[config.mk]
export PLATFORM = sky130hd
export DESIGN_NAME = awu_front
export DESIGN_NICKNAME = d
export VERILOG_FILES = /design/src/sv/awu_pkg.sv /design/src/sv/awu_front.sv
export SDC_FILE = /design/constraint.sdc
export NUM_CORES = 2
export LEC_CHECK = 0
export BUFFER_PORTS_ARGS = -buffer_cell sky130_fd_sc_hd__buf_2
export CAP_MARGIN = 20
export CORE_MARGIN = 2
export CORE_UTILIZATION = 40
export CTS_CLUSTER_SIZE = 24
export DETAILED_ROUTE_END_ITERATION = 8
export GPL_TIMING_DRIVEN = 0
export PLACE_DENSITY_LB_ADDON = 0.08
export RECOVER_POWER = 50
export SLEW_MARGIN = 10
export SYNTH_ARGS = -nofsm -noshare
export SYNTH_HDL_FRONTEND = slang
export SYNTH_SLANG_ARGS = --single-unit
[constraint.sdc]
create_clock -name clk -period 13.1 [get_ports clk]
set_input_delay 0.655 -clock clk [delete_from_list [all_inputs] [get_ports clk]]
set_output_delay 0.655 -clock clk [all_outputs]
set_load 0.1 [all_outputs]
[src/sv/awu_pkg.sv]
// ----------------------------------------------------------------------------
// Adam weight update package
// Shared constants, register codes and the structs that travel between the
// front, the moment queue, the moment stage and the step pipeline.
// ----------------------------------------------------------------------------
package awu_pkg;

	// Number of weight elements with stored moments.
	localparam int ELEMENTS = 4096;
	localparam int ADDR_W = (ELEMENTS > 1) ? $clog2(ELEMENTS) : 1;

	// Field widths.
	localparam int IDX_W = 12;
	localparam int ROOT_W = 32;
	localparam int QUOT_W = 34;

	// Queue depths.
	localparam int MQ_DEPTH = 4;
	localparam int OQ_DEPTH = 4;

	// Configuration port.
	localparam int APB_ADDR_W = 4;
	localparam logic [1:0] REG_BETA_ONE = 2'd0;
	localparam logic [1:0] REG_BETA_TWO = 2'd1;
	localparam logic [1:0] REG_EPSILON = 2'd2;
	localparam logic [1:0] REG_STEP_SIZE = 2'd3;

	localparam logic [15:0] BETA_ONE_RST = 16'd58982;
	localparam logic [15:0] BETA_TWO_RST = 16'd65470;
	localparam logic [15:0] EPSILON_RST = 16'd1;
	localparam logic [23:0] STEP_SIZE_RST = 24'd16777;

	typedef struct packed {
		logic [15:0] beta_one;
		logic [15:0] beta_two;
		logic [15:0] epsilon;
		logic [23:0] step_size;
	} cfg_t;

	// Classified item waiting for the moment stage.
	typedef struct packed {
		logic hit;
		logic [IDX_W-1:0] idx;
		logic signed [31:0] w;
		logic [63:0] g2;
		logic signed [48:0] pm;
	} mq_t;

	// Item with its updated moments.
	typedef struct packed {
		logic valid;
		logic hit;
		logic sat;
		logic [IDX_W-1:0] idx;
		logic signed [31:0] w;
		logic signed [31:0] m;
		logic [63:0] v;
	} mv_t;

	// Finished result.
	typedef struct packed {
		logic [IDX_W-1:0] idx;
		logic signed [31:0] w;
		logic sat;
	} res_t;

endpackage

[src/sv/awu_front.sv]
// ----------------------------------------------------------------------------
// Adam weight update front
// Takes input items, marks whether the index has stored moments and forms the
// gradient square and the weighted gradient for the moment stage.
// ----------------------------------------------------------------------------
module awu_front (
	input logic clk,
	input logic arst_n,
	input logic push,
	output logic full,
	input logic [awu_pkg::IDX_W-1:0] elem_index,
	input logic signed [31:0] gradient,
	input logic signed [31:0] weight_in,
	input awu_pkg::cfg_t cfg,
	input logic clearing,
	output logic mq_push,
	output awu_pkg::mq_t mq_data,
	input logic mq_full
);
	import awu_pkg::*;

	logic valid_s1;
	logic [IDX_W-1:0] idx_s1;
	logic signed [31:0] g_s1;
	logic signed [31:0] w_s1;
	logic accept;
	logic [31:0] g_mag;
	logic [16:0] c1;

	assign mq_push = valid_s1 && !mq_full;
	assign full = clearing || (valid_s1 && mq_full);
	assign accept = push && !full;

	always_ff @(posedge clk or negedge arst_n) begin
		if (!arst_n) begin
			valid_s1 <= 1'b0;
		end else if (accept) begin
			valid_s1 <= 1'b1;
		end else if (mq_push) begin
			valid_s1 <= 1'b0;
		end
	end

	always_ff @(posedge clk) begin
		if (accept) begin
			idx_s1 <= elem_index;
			g_s1 <= gradient;
			w_s1 <= weight_in;
		end
	end

	always_comb begin
		g_mag = g_s1[31] ? 32'(-g_s1) : 32'(g_s1);
		c1 = 17'h10000 - {1'b0, cfg.beta_one};
		mq_data.hit = ({20'b0, idx_s1} < 32'(ELEMENTS));
		mq_data.idx = idx_s1;
		mq_data.w = w_s1;
		mq_data.g2 = 64'(g_mag) * 64'(g_mag);
		mq_data.pm = 49'($signed({1'b0, c1})) * 49'(g_s1);
	end

endmodule

Yosys cells after proc, flatten, opt, wreduce, memory -nomap -nowiden
Cells that the tools add are included.
- word-level logic and storage cells: 18
- register bits: 77
- output and inout port bits: 160
- mux-type cells: 3
- reductions and logical operators: 7
- $mul: 2
- add/subtract/negate cells: 2
- operators with widths (kind ; number):
    32-bit by 32-bit multiplier with 64-bit output ; 1
    18-bit by 32-bit multiplier with 49-bit output ; 1
    32-bit 2-to-1 mux ; 1
    32-bit negator ; 1
    17-bit by 16-bit subtractor with 17-bit output, first input constant ; 1
    1-bit logical AND ; 3
    1-bit zero test ; 2
    1-bit 2-to-1 mux ; 2
    2-bit nonzero test ; 1
    1-bit logical OR ; 1

Depth between registers and ports, before layout
- word-level depth: 5
- depth in mapped cells: 41

Worst setup path before layout
No wires, ideal clock.
- path type: register -> output
- start point: register g_s1[4]
- end point: output port mq_data[107] in the netlist's numbering
- cell stages (with the launch flop): 32
- buffers on the path: 2
- setup slack: 743 ps
- arrival time: 11702 ps
- path through: edfxtp_1 > or4_1 > or2_1 > or3_1 > or3_1 > or4_4 > o41a_1 > xor2_1 > clkbuf_1 > nand2_1 > fa_1 > inv_1 > fa_1 > fa_1 > inv_1 > fa_1 > inv_1 > fa_1 > fa_1 > fa_1 > fa_1 > ha_1 > clkbuf_1 > nand4_1 > nor3_1 > nand3_1 > o211a_1 > a21boi_0 > o2111ai_1 > a21oi_1 > nor4_1 > a211oi_1
- RTL lines (what ; RTL line ; text):
    start, declared ; awu_front.sv:24 ; logic signed [31:0] g_s1;
    start signal, assigned ; awu_front.sv:47 ; g_s1 <= gradient;
    end, declared ; awu_front.sv:17 ; output awu_pkg::mq_t mq_data,

==> run metrics <==
number of instances in the synthesized netlist=5,442; flip-flop and latch count after synthesis=77; GRT Total Usage=0.2677; portion of synthesized cell area occupied by the leading cell type=0.5231; floorplan die height=358.3 µm; utilization after layout=0.4391; largest buffer count on any clock path=2; Syn-to-layout area delta=8.558%; Data required, critical path=12,440 ps; Clock transition at path regs=80 ps; number of vias per cell=4.981; async set-or-reset flop fraction in the synthesized netlist=0.01299; critical path endpoint category=output pin; maximum frequency from static timing analysis=77.93 MHz; reg-to-reg slack, setup=8310 ps; highest cell delay on the worst timing path=910 ps; library cell used as clock root buffer=sky130_fd_sc_hd__clkbuf_16; CORE AREA=124,100 µm²; final routed wirelength across all metal layers=164,700 µm; pin count of the biggest net entering global routing=43; number of slew-limit violations in the final report=80; RSZ-0062 raised after global routing=false; die area=128,400 µm²; total of fill cells in the finished design=12.61k; maximum fanout encountered on the critical timing path=10; latest clock arrival within the worst-skew pair=400 ps; violations in the final reports=max-capacitance violations, max-slew violations; number of failing setup endpoints in the final timing report=0; Top FF cell, synth=sky130_fd_sc_hd__edfxtp_1; antenna violations before repair=9; Layout Cells excl Fill=7,400; Register Area=2307 µm²; post-cts hold buffer count=0; Final Critical Period=12,830 ps; first-pass GRT wire length=253,700 µm; sequential fraction of the synthesis area=0.04595; Via Count=36.86k; area occupied by multi-input gates=41,590 µm²; Post-synth EDFFs=76; outcome=complete, but fails checks; total number of placement rows=129; post-synthesis cell type count=70; max cap viols=2; worst slack on hold paths=60.61 ps; half-perimeter wire length after detailed placement=142,300 µm; critical register-to-register path endpoint=g_s1[13]; Max transition margin=-0.8776; number of H-tree levels=3; placed cell count=7,368; remaining routing DRC violations=0; leading post-synthesis cells by cell area=sky130_fd_sc_hd__fa_1, sky130_fd_sc_hd__inv_1, sky130_fd_sc_hd__ha_1; CTS tree=built; fraction of layout instances using a drive strength above 1=0.06161; detailed-routing iteration count for the pre-antenna-repair pass=6; launch instance of the worst register-to-register path=valid_s1; Most Frequent Cell on Critical Path=sky130_fd_sc_hd__fa_1; Tightest Hold Check Type=primary input to async pin; transition at the pin with the smallest max-transition slack=2816 ps; number of nets with antenna violations after routing=0; Worst Setup Start Kind=flop; last weighted congestion value of the routability-driven placer=0.9603; Nets=7,621; number of buffers inserted during clock tree synthesis=9; Top-Level Pins=313; type of the worst setup path=flop to output pin; Horiz. Die Dim=358.3 µm; drt initial violations=2,321; vias in the first global route=40.47k; Arr. time, crit path=12,180 ps; cell type contributing the most total cell area after synthesis=sky130_fd_sc_hd__fa_1; slowest cell on the critical path=sky130_fd_sc_hd__xor2_1; Initial Utilization=0.4045; logic depth of the worst register-to-register path=3; remaining global-route overflow=0; Final period util=0.9795; routed wire length per instance=22.25 µm; Synth Warn #=0; Sum Neg Setup Slack=0 ps; Avg Synthesized Cell Area=9.226 µm²; count of buffers inserted at the top-level ports=253; post-synthesis instance area=50,210 µm²; clock sink total=77; Hold Violations, Final=0; final clock skew=20.30 ps
[logic make-up (layout without fill, tap and decap cells)]
family	count (synthesis)	in the layout	synth area share
xor gates and xnor gates	181	181	0.03232
DFF	77	77	0.04595
AOI/OAI and AO/OA	389	389	0.05007
adders and majority gates	1711	1711	0.6226
and+or+nand+nor	1310	1310	0.1154
muxes	4	4	0.0008473
buffers and inverters	1768	2062	0.1327
other	2	29	0.0001496
[cell usage in the layout, fill, tap and decap left out, types with 28 or more instances in the layout]
cell,netlist,final
sky130_fd_sc_hd__edfxtp_1,76,76
sky130_fd_sc_hd__a21o_1,93,93
sky130_fd_sc_hd__clkbuf_1,201,216
sky130_fd_sc_hd__conb_1,2,28
sky130_fd_sc_hd__buf_4,3,31
sky130_fd_sc_hd__o21ai_0,71,69
sky130_fd_sc_hd__and2_1,207,206
sky130_fd_sc_hd__nand2_1,641,641
sky130_fd_sc_hd__a21oi_1,113,110
sky130_fd_sc_hd__nor2_1,311,309
sky130_fd_sc_hd__ha_1,399,399
sky130_fd_sc_hd__inv_1,1534,1533
sky130_fd_sc_hd__fa_1,1312,1312
sky130_fd_sc_hd__xor2_1,68,60
sky130_fd_sc_hd__buf_2,6,200
sky130_fd_sc_hd__nand3_1,33,33
sky130_fd_sc_hd__xnor2_1,111,100
[synthesized netlist by cell type, types with 25 or more instances]
cell type and n:
sky130_fd_sc_hd__a21o_1 93, sky130_fd_sc_hd__a21oi_1 113, sky130_fd_sc_hd__and2_1 207, sky130_fd_sc_hd__clkbuf_1 201
sky130_fd_sc_hd__edfxtp_1 76, sky130_fd_sc_hd__fa_1 1312, sky130_fd_sc_hd__ha_1 399, sky130_fd_sc_hd__inv_1 1534
sky130_fd_sc_hd__nand2_1 641, sky130_fd_sc_hd__nand3_1 33, sky130_fd_sc_hd__nor2_1 311, sky130_fd_sc_hd__nor3_1 25
sky130_fd_sc_hd__o21ai_0 71, sky130_fd_sc_hd__xnor2_1 111, sky130_fd_sc_hd__xor2_1 68
[final cells by class]
| type | instances | area share |
|---|---|---|
| Antenna cell | 1 | 0.00004591 |
| Buffer | 215 | 0.01680 |
| Clock buffer | 9 | 0.004132 |
| Clock inverter | 7 | 0.001469 |
| Inverter | 1548 | 0.1071 |
| Multi-Input combinational cell | 3623 | 0.7631 |
| Sequential cell | 77 | 0.04233 |
| Tap cell | 1637 | 0.03758 |
| Timing Repair Buffer | 283 | 0.02748 |
[how the worst max path moves through the flow]
stage               startpoint            to  cells past startpoint  slack, ps
floorplan              g_s1[4]  mq_data[107]                     31        740
global placement       g_s1[0]  mq_data[107]                     37      -2670
detailed placement     g_s1[0]  mq_data[107]                     35      -1690
CTS                    g_s1[0]  mq_data[107]                     37         20
global route           g_s1[7]  mq_data[108]                     34          8
finish                 g_s1[1]  mq_data[108]                     31        270
[repair_timing]
| action | in CTS | in global routing |
|---|---|---|
| buffers inserted | 11 | 7 |
| endpoints found under the setup margin | 39 | 21 |
| endpoints found under the hold margin | 0 | 0 |
| resized for setup | 77 | 44 |
| pin swaps | 3 | 5 |
[routing by layer]
layer | part of all wire | global-route usage | vias up
met3 | 0.063 | 0.03711 | 204
met1 | 0.44 | 0.3733 | 19180
li1 | - | - | 16350
met4 | 0.029 | 0.06527 | 8
met2 | 0.47 | 0.4414 | 1115
met5 | 0.00030 | 0 | -
[critical path: cells and delay by family, from the launching register on]
family | cells | cell delay [ps]
AND/OR/NAND/NOR | 3 | 980
AO/OA/AOI/OAI | 9 | 2420
flip-flops | 1 | 680
XOR/XNOR | 2 | 1070
adder cells (fa/ha/maj) | 9 | 4130
buffers and inverters | 8 | 2460
[registers in the layout (all words and copies together), names as in the netlist]
signal / cells
g_s1: 32
w_s1: 32
idx_s1: 12
valid_s1: 1
[stage by stage]
step           setup slack [ps]  area, µm²
2_1_floorplan             743.4      50310
5_1_grt                   7.543      54500
3_3_place_gp              -2675      53620
3_5_place_dp              -1685      53810
6_report                  268.2      54500
4_1_cts                   16.98      54430
Power is not shown: default switching activity piles up to over one toggle a cycle in this logic, so the estimate is an artifact.
