**src/sv/awu_pkg.sv**
```systemverilog
// ----------------------------------------------------------------------------
// Adam weight update package
// Shared constants, register codes and the structs that travel between the
// front, the moment queue, the moment stage and the step pipeline.
// ----------------------------------------------------------------------------
package awu_pkg;

	// Number of weight elements with stored moments.
	localparam int ELEMENTS = 4096;
	localparam int ADDR_W = (ELEMENTS > 1) ? $clog2(ELEMENTS) : 1;

	// Field widths.
	localparam int IDX_W = 12;
	localparam int ROOT_W = 32;
	localparam int QUOT_W = 34;

	// Queue depths.
	localparam int MQ_DEPTH = 4;
	localparam int OQ_DEPTH = 4;

	// Configuration port.
	localparam int APB_ADDR_W = 4;
	localparam logic [1:0] REG_BETA_ONE = 2'd0;
	localparam logic [1:0] REG_BETA_TWO = 2'd1;
	localparam logic [1:0] REG_EPSILON = 2'd2;
	localparam logic [1:0] REG_STEP_SIZE = 2'd3;

	localparam logic [15:0] BETA_ONE_RST = 16'd58982;
	localparam logic [15:0] BETA_TWO_RST = 16'd65470;
	localparam logic [15:0] EPSILON_RST = 16'd1;
	localparam logic [23:0] STEP_SIZE_RST = 24'd16777;

	typedef struct packed {
		logic [15:0] beta_one;
		logic [15:0] beta_two;
		logic [15:0] epsilon;
		logic [23:0] step_size;
	} cfg_t;

	// Classified item waiting for the moment stage.
	typedef struct packed {
		logic hit;
		logic [IDX_W-1:0] idx;
		logic signed [31:0] w;
		logic [63:0] g2;
		logic signed [48:0] pm;
	} mq_t;

	// Item with its updated moments.
	typedef struct packed {
		logic valid;
		logic hit;
		logic sat;
		logic [IDX_W-1:0] idx;
		logic signed [31:0] w;
		logic signed [31:0] m;
		logic [63:0] v;
	} mv_t;

	// Finished result.
	typedef struct packed {
		logic [IDX_W-1:0] idx;
		logic signed [31:0] w;
		logic sat;
	} res_t;

endpackage

```
**src/sv/awu_queue.sv**
```systemverilog
// ----------------------------------------------------------------------------
// Adam weight update moment queue
// Short queue that lets the front and the moment stage stall on their own.
// ----------------------------------------------------------------------------
module awu_queue (
	input logic clk,
	input logic arst_n,
	input logic wr_en,
	input awu_pkg::mq_t wr_data,
	output logic q_full,
	input logic rd_en,
	output awu_pkg::mq_t rd_data,
	output logic q_empty
);
	import awu_pkg::*;

	localparam int PTR_W = (MQ_DEPTH > 1) ? $clog2(MQ_DEPTH) : 1;
	localparam int CNT_W = $clog2(MQ_DEPTH + 1);

	mq_t slot_q [MQ_DEPTH];
	logic [PTR_W-1:0] wr_ptr_q;
	logic [PTR_W-1:0] rd_ptr_q;
	logic [CNT_W-1:0] cnt_q;

	assign q_full = (cnt_q == CNT_W'(MQ_DEPTH));
	assign q_empty = (cnt_q == '0);
	assign rd_data = slot_q[rd_ptr_q];

	always_ff @(posedge clk or negedge arst_n) begin
		if (!arst_n) begin
			wr_ptr_q <= '0;
			rd_ptr_q <= '0;
			cnt_q <= '0;
		end else begin
			if (wr_en) begin
				wr_ptr_q <= (wr_ptr_q == PTR_W'(MQ_DEPTH - 1)) ? '0 : wr_ptr_q + 1'b1;
			end
			if (rd_en) begin
				rd_ptr_q <= (rd_ptr_q == PTR_W'(MQ_DEPTH - 1)) ? '0 : rd_ptr_q + 1'b1;
			end
			if (wr_en && !rd_en) begin
				cnt_q <= cnt_q + 1'b1;
			end else if (rd_en && !wr_en) begin
				cnt_q <= cnt_q - 1'b1;
			end
		end
	end

	always_ff @(posedge clk) begin
		if (wr_en) begin
			slot_q[wr_ptr_q] <= wr_data;
		end
	end

endmodule

```
**config.mk**
```make
export PLATFORM = sky130hd
export DESIGN_NAME = awu_queue
export DESIGN_NICKNAME = d
export VERILOG_FILES = /design/src/sv/awu_pkg.sv /design/src/sv/awu_queue.sv
export SDC_FILE = /design/constraint.sdc
export NUM_CORES = 1
export LEC_CHECK = 0
export CORE_ASPECT_RATIO = 1.4
export CORE_MARGIN = 5
export CORE_UTILIZATION = 40
export CTS_CLUSTER_DIAMETER = 80
export DETAILED_ROUTE_END_ITERATION = 10
export DONT_BUFFER_PORTS = 1
export PLACE_DENSITY_LB_ADDON = 0.05
export SYNTH_ARGS = -nofsm -noshare
export SYNTH_HDL_FRONTEND = slang
export SYNTH_SLANG_ARGS = --single-unit
```
**constraint.sdc**
```tcl
create_clock -name clk -period 6.2 [get_ports clk]
set_input_delay 0.62 -clock clk [delete_from_list [all_inputs] [get_ports clk]]
set_output_delay 0.62 -clock clk [all_outputs]
set_load 0.1 [all_outputs]
```
After elaboration in Yosys (flattened, before gate mapping)
Memory sizes are Yosys's and may differ from the RTL's.
Index checks and enable logic that the tools add are counted.
- register bits after elaboration: 7
- RAM bits: 632
- input port bits: 162
- output and inout port bits: 160
- word-level logic and storage cells: 23
- memories: 1
- memories (memory ; depth ; bits a word ; read ports ; clocked after Yosys merged registers in ; wr ports ; RTL line ; source):
    slot_q ; 4 ; 158 ; 1 ; 0 ; 1 ; awu_queue.sv:20 ; mq_t slot_q [MQ_DEPTH];
- add/sub/neg operators: 4
- eq/ne operators: 3
- mux-type cells: 6
- reductions and logical operators: 6
- operators by type and width (operator ; count):
    3-bit two-way mux ; 2
    2-bit by 1-bit adder with 2-bit output (second input constant) ; 2
    2-bit == test (second input constant) ; 2
    2-bit two-way mux ; 2
    3-bit by 1-bit adder with 3-bit output (second input constant) ; 1
    3-bit == test (second input constant) ; 1
    3-bit zero test ; 1
    3-bit by 1-bit subtractor with 3-bit output (second input constant) ; 1
    1-bit logical AND ; 2
    1-bit zero test ; 2
    1-bit two-way mux ; 2
    2-bit nonzero test ; 1

Logic depth before layout (Yosys ltp)
Gate-level depths: netlist of run 1.
- word-level depth: 4
- gate-level depth with buffers: 7
- depth with buffers taken out: 7

Worst setup path after synthesis of run 1
No wires, ideal clock.
- path kind: register -> register
- start point: register wr_ptr_q[0]
- end point: memory slot_q[0][0] (netlist name), enable pin
- library setup time: 0.536 ns
- arrival time: 4.233 ns
- data required time: 5.664 ns
- setup slack: 1.431 ns
- cell stages (with the launch flop): 4
- buffers on the path: 0
- period minus slack after synthesis: 4.769 ns
- path through: dfrtp_1 -> inv_1 -> ha_1 -> and2_1
- RTL lines (element ; RTL line ; source):
    start, declared ; awu_queue.sv:21 ; logic [PTR_W-1:0] wr_ptr_q;
    start signal, assigned ; awu_queue.sv:36 ; wr_ptr_q <= (wr_ptr_q == PTR_W'(MQ_DEPTH - 1)) ? '0 : wr_ptr_q + 1'b1;
    end, declared ; awu_queue.sv:20 ;
Straight into the memory's write port.

==> impl_metrics.tcl, run 1 <==
set metrics [dict create \
    status "finished, final reports clean" \
    netlist_area_mm2 0.0232 \
    hold_path_end "slot_q[0][126]$_DFFE_PP_" \
    critPathMaxFanout 42 \
    regArea_mm2 0.0192 \
    rr_endpoint "slot_q[0][55]$_DFFE_PP_" \
    drt-total-wl_mm 46.7 \
    grtUsageMet1 0.154 \
    yosys_most_used_dff "edfxtp_1" \
    antenna_found_initial 0 \
    core_area_mm2 0.0575 \
    start_util 0.403 \
    grt_max_degree 91 \
    rows 104 \
    grtUsageTotal 0.147 \
    final.setup.tns_ps 0 \
    yosysTopAreaCell "edfxtp_1" \
    cp-startpoint "rd_ptr_q[0]$_DFFE_PN0P_" \
    hold_class "primary input to flop" \
    finish.utilization 0.452 \
    drtPass1Iterations 4 \
    syn_inst 863 \
    syn_nets 1032 \
    cp.depth 2 \
    min_period_ps 3840 \
    grt-busiest-layer "met2" \
    ys_seq_area_frac 0.826 \
    crit_chain "buf_4 -> mux4_2" \
    timing.slew.headroom 0.258 \
    skew_ps 16.9 \
    grt.overflow.total 0 \
    slowest_delay_ps 970 \
    h-tree-depth 2 \
    worst_ep_required_time_ps 5580 \
    wl_per_cell_um 27.7 \
    clock_sinks 639 \
    cts.repair.resized 0 \
    yosys_warnings 0 \
    syn_area_per_cell_um2 26.9 \
    synth_most_common_cell "edfxtp_1" \
    r2r_start "wr_ptr_q[0]$_DFFE_PN0P_" \
    drt_iter0_drc 452 \
    holdBufCountCts 1 \
    layout-drive-gt1-share 0.285 \
    worstHoldStart "wr_data[126]" \
    place_congestion 0.784 \
    die_x_um 214 \
    cts_tree "done" \
    clockBufferDepth 3 \
    reg2reg_setup_slack_ps 3530 \
    nets 1070 \
    finalSetupViolations 0 \
    die_h_um 295 \
    slew_viol_final 0 \
    critPathKind "flop to primary output" \
    grt_pass1_vias 9847 \
    drc_errors 0 \
    grt_pass1_wl_mm 67.7 \
    critical_path.top_delay_family "flip-flops" \
    min_period_over_period 0.619 \
    cts-root-buf "clkbuf_16" \
    dieArea_mm2 0.0630 \
    worstPathArrival_ps 3220 \
    start_kind "flop" \
    met3_usage 0.0747 \
    path_clk_slew_ps 60 \
    use_met2 0.259 \
    io_buffers 0 \
    cp-end-kind "primary output" \
    numCtsBuffers 58 \
    rsz0062_at_grt "false" \
    ff2ff_path_depth 4 \
    multiInputGateArea_mm2 0.00380 \
    vias_per_cell 5.30 \
    hold_depth 0 \
    tightest_slew_ps 1110 \
    dp_hpwl_mm 28.7 \
    cp_num_buf_inv 1 \
    diodes 0 \
    fillers 4716 \
    area_delta_synth_final_pct 12.1 \
    yosys-top-cells-area "edfxtp_1 (82%), mux4_2 (15%), dfrtp_1 (0.76%)" \
    worst_path_max_delay_cell "dfrtp_4" \
    clk_latency_ps 600 \
    hold_slack_ps 111 \
    hold_viol 0 \
    vias 8941 \
    synth-seq-cells 639 \
    io_pins 322 \
    synth_edf_count 632 \
    synthArstFlopShare 0.0110 \
    synth_commonest_cells "edfxtp_1 (632), mux4_2 (158), buf_2 (18)" \
    ant_nets 0 \
    clock.fmax_mhz 261 \
    cts_setup_buffers 0 \
    maxCapViolCount 0 \
    ys_types 19 \
    yosys.area.top_type_share 0.818 \
]
==> state kept, by name (all words and copies together) (netlist names) <==
name	count
cnt_q	3
wr_ptr_q	2
slot_q	632
rd_ptr_q	2
==> metal layers <==
metal / wire, um / part of all wire / vias up
met1: 15400 / 0.33 / 4756
met4: 987 / 0.021 / 0
met2: 24800 / 0.53 / 309
met5: 0 / 0 / -
li1: - / - / 3810
met3: 5460 / 0.12 / 66
==> placed cells by master (no fill, tap or decap), types with 3 or more instances in the layout <==
master,Yosys,final
inv_1,4,4
clkinv_2,0,14
dfrtp_1,7,5
bufinv_16,0,8
ha_1,6,6
mux4_2,158,158
nor2_1,3,3
and2_4,0,4
clkinv_1,0,12
clkbuf_1,5,5
mux2_2,3,3
edfxtp_1,632,632
buf_4,1,9
clkbuf_16,0,63
clkinvlp_4,0,4
==> cells by family (layout without fill, tap and decap cells) <==
group / Yosys count / after routing / synth area share
and+or+nand+nor: 11 / 11 / 0.00243
AOI/OAI and AO/OA: 2 / 2 / 0.000431
DFF: 639 / 639 / 0.826
muxes: 161 / 161 / 0.155
xor gates and xnor gates: 3 / 3 / 0.00113
adders and majority gates: 7 / 7 / 0.00410
buffers and inverters: 40 / 123 / 0.0115
==> area by class of cell <==
| cell class | count | area share |
|---|---|---|
| Timing Repair Buffer | 14 | 0.00645 |
| Inverter | 4 | 0.000577 |
| Clock inverter | 39 | 0.0152 |
| Sequential cell | 639 | 0.737 |
| Tap cell | 742 | 0.0357 |
| Clock buffer | 66 | 0.0594 |
| Multi-Input combinational cell | 184 | 0.146 |
==> worst max path at each step <==
stage / end
2_1_floorplan: slot_q[0][0]$_DFFE_PP_
3_3_place_gp: rd_data[119]
3_5_place_dp: rd_data[97]
4_1_cts: rd_data[97]
5_1_grt: rd_data[137]
6_report: rd_data[137]
==> through the flow <==
stage,setup slack [ps],instance area [um2],std cells
finish,2360,26000,1688
floorplan,1430,23200,863
global route,2040,26000,1688
CTS,2170,26000,1688
detailed placement,2830,24100,1582
global placement,2900,24100,1582
Power of run 1 is left out: the tool's default activity adds up to more than one toggle a clock period on the data nets, which glitch-free logic cannot reach.
==> run 2, diff against run 1 <==
- clock period: 6.2 -> 3.55 ns (I/O delays scaled with it)
==> run 2 against run 1 <==
Cell count grew 10%. Register-to-register slack lost 2100 ps. Wire length grew 3.3%. Critical path depth is the same. Core utilization grew 3.1 points. First-iteration DRC count grew 46%. Count of clock-buffer cells in the layout grew 3. Global-route usage grew 0.48 points. Setup slack lost 1900 ps. Critical endpoint is now rd_data[67]. Largest cell class unchanged.
==> impl_metrics.tcl, run 2 (synthesized netlist as in run 1, its figures left out) <==
set metrics [dict create \
    status "finished, final reports clean" \
    reg_top3 "slot_q: 632 flops, cnt_q: 3 flops" \
    clock.fmax_mhz 322 \
    slew_viol_final 0 \
    hold_class "primary input to flop" \
    worst_ep_required_time_ps 3190 \
    critPathKind "flop to primary output" \
    hold_slack_ps 80.1 \
    vias 9630 \
    h-tree-depth 2 \
    nets 1239 \
    dieArea_mm2 0.0630 \
    skew_ps 14.2 \
    die_x_um 214 \
    place_congestion 0.796 \
    io_pins 322 \
    grt_pass1_vias 10802 \
    io_buffers 0 \
    layout-drive-gt1-share 0.253 \
    top_register "slot_q" \
    clock_sinks 639 \
    numCtsBuffers 61 \
    start_util 0.403 \
    core_area_mm2 0.0575 \
    worst_path_max_delay_cell "dfrtp_4" \
    grt.overflow.total 0 \
    final.setup.tns_ps 0 \
    min_period_ps 3110 \
    post-route-worst-setup-slack_ps 445 \
    grtUsageTotal 0.152 \
    hold_viol 0 \
    critPathMaxFanout 52 \
    maxCapViolCount 0 \
    crit_chain "buf_4 -> mux4_2" \
    drt_iter0_drc 658 \
    largest_register_ffs 632 \
    fillers 4610 \
    drt-total-wl_mm 48.2 \
    min_period_over_period 0.875 \
    die_h_um 295 \
    antenna_found_initial 4 \
    cts_tree "done" \
    tightest_slew_ps 1000 \
    cts.repair.resized 0 \
    placed_area_mm2 0.0242 \
    final_common_cell "edfxtp_1" \
    clockBufferDepth 3 \
    ant_nets 0 \
    wl_per_cell_um 25.9 \
    finalSetupViolations 0 \
    path_clk_slew_ps 60 \
    clk_latency_ps 600 \
    worstPathArrival_ps 2750 \
    most-common-layout-cells "edfxtp_1 (632), dlygate4sd3_1 (161), mux4_2 (158)" \
    cp-end-kind "primary output" \
    rsz0062_at_grt "false" \
    cp-startpoint "rd_ptr_q[1]$_DFFE_PN0P_" \
    drtPass1Iterations 4 \
    r2r_start "wr_ptr_q[1]$_DFFE_PN0P_" \
    grt_max_degree 96 \
    vias_per_cell 5.17 \
    area_delta_synth_final_pct 19.8 \
    rows 104 \
    grt_pass1_wl_mm 70.9 \
    timing.slew.headroom 0.333 \
    dp_slack_ps 1000 \
    cts-root-buf "clkbuf_16" \
    slowest_delay_ps 1010 \
    drc_errors 0 \
    dp_hpwl_mm 30.2 \
    fin_area_mm2 0.0278 \
    worstHoldStart "rd_en" \
    start_kind "flop" \
]
## run 2: cell types whose count changed in the layout (fill, tap and decap cells not counted), sizes merged
cell / before / now
dlygate4sd3: 1 / 161
buf: 11 / 18
diode: 0 / 5
bufinv: 8 / 5
clkinvlp: 4 / 7
clkbuf: 68 / 70
clkinv: 27 / 25
inv: 4 / 5
## run 2: layout make-up
cell class                 count  area (um2)  share of cell area
clock buffer                  69        1600              0.0575
sequential                   639       19200               0.689
clock inverter                38         347              0.0125
timing repair buffer         180        1940              0.0698
multi-input combinational    184        3800               0.137
tap                          742         928              0.0334
inverter                       4        15.0            0.000540
antenna                        5        12.5            0.000450
## run 2: per-stage QoR
| step | util | instances |
|---|---|---|
| detailed placement | 0.421 | 1588 |
| floorplan | - | 863 |
| global placement | 0.421 | 1588 |
| finish | 0.483 | 1861 |
| global route | 0.483 | 1858 |
| CTS | 0.483 | 1856 |
## run 2: worst max-delay path: cells and delay by family (launching register included)
kind     cells  cell delay (ps)
flops        1             1010
mux          1              640
buf+inv      1              450
## run 2: what timing repair did
item,in CTS,in global routing
hold buffers,161,0
hold endpoints to repair,644,0
buffers inserted,0,0
## run 2: final timing paths
check | slack, ps | to | depth (start not counted)
worst max-delay path | 440 | rd_data[67] | 2
worst max register to register | 1410 | slot_q[1][153]$_DFFE_PP_ | 4
max in group asynchronous | 3120 | rd_ptr_q[0]$_DFFE_PN0P_ | 1
min in group asynchronous | 110 | cnt_q[0]$_DFFE_PN0P_ | 1
worst min register to register | 510 | cnt_q[2]$_DFFE_PN0P_ | 1
worst min-delay path | 80 | cnt_q[0]$_DFFE_PN0P_ | 3
## run 2: routing by layer
metal	GRT usage	wire length [um]	up-vias	share of wire
li1	-	-	4159	-
met1	0.179	17800	5103	0.37
met2	0.267	25500	312	0.53
met3	0.0519	3990	56	0.083
met4	0.0377	892	0	0.019
met5	0	0	-	0
Power of run 2 is left out for the same reason.
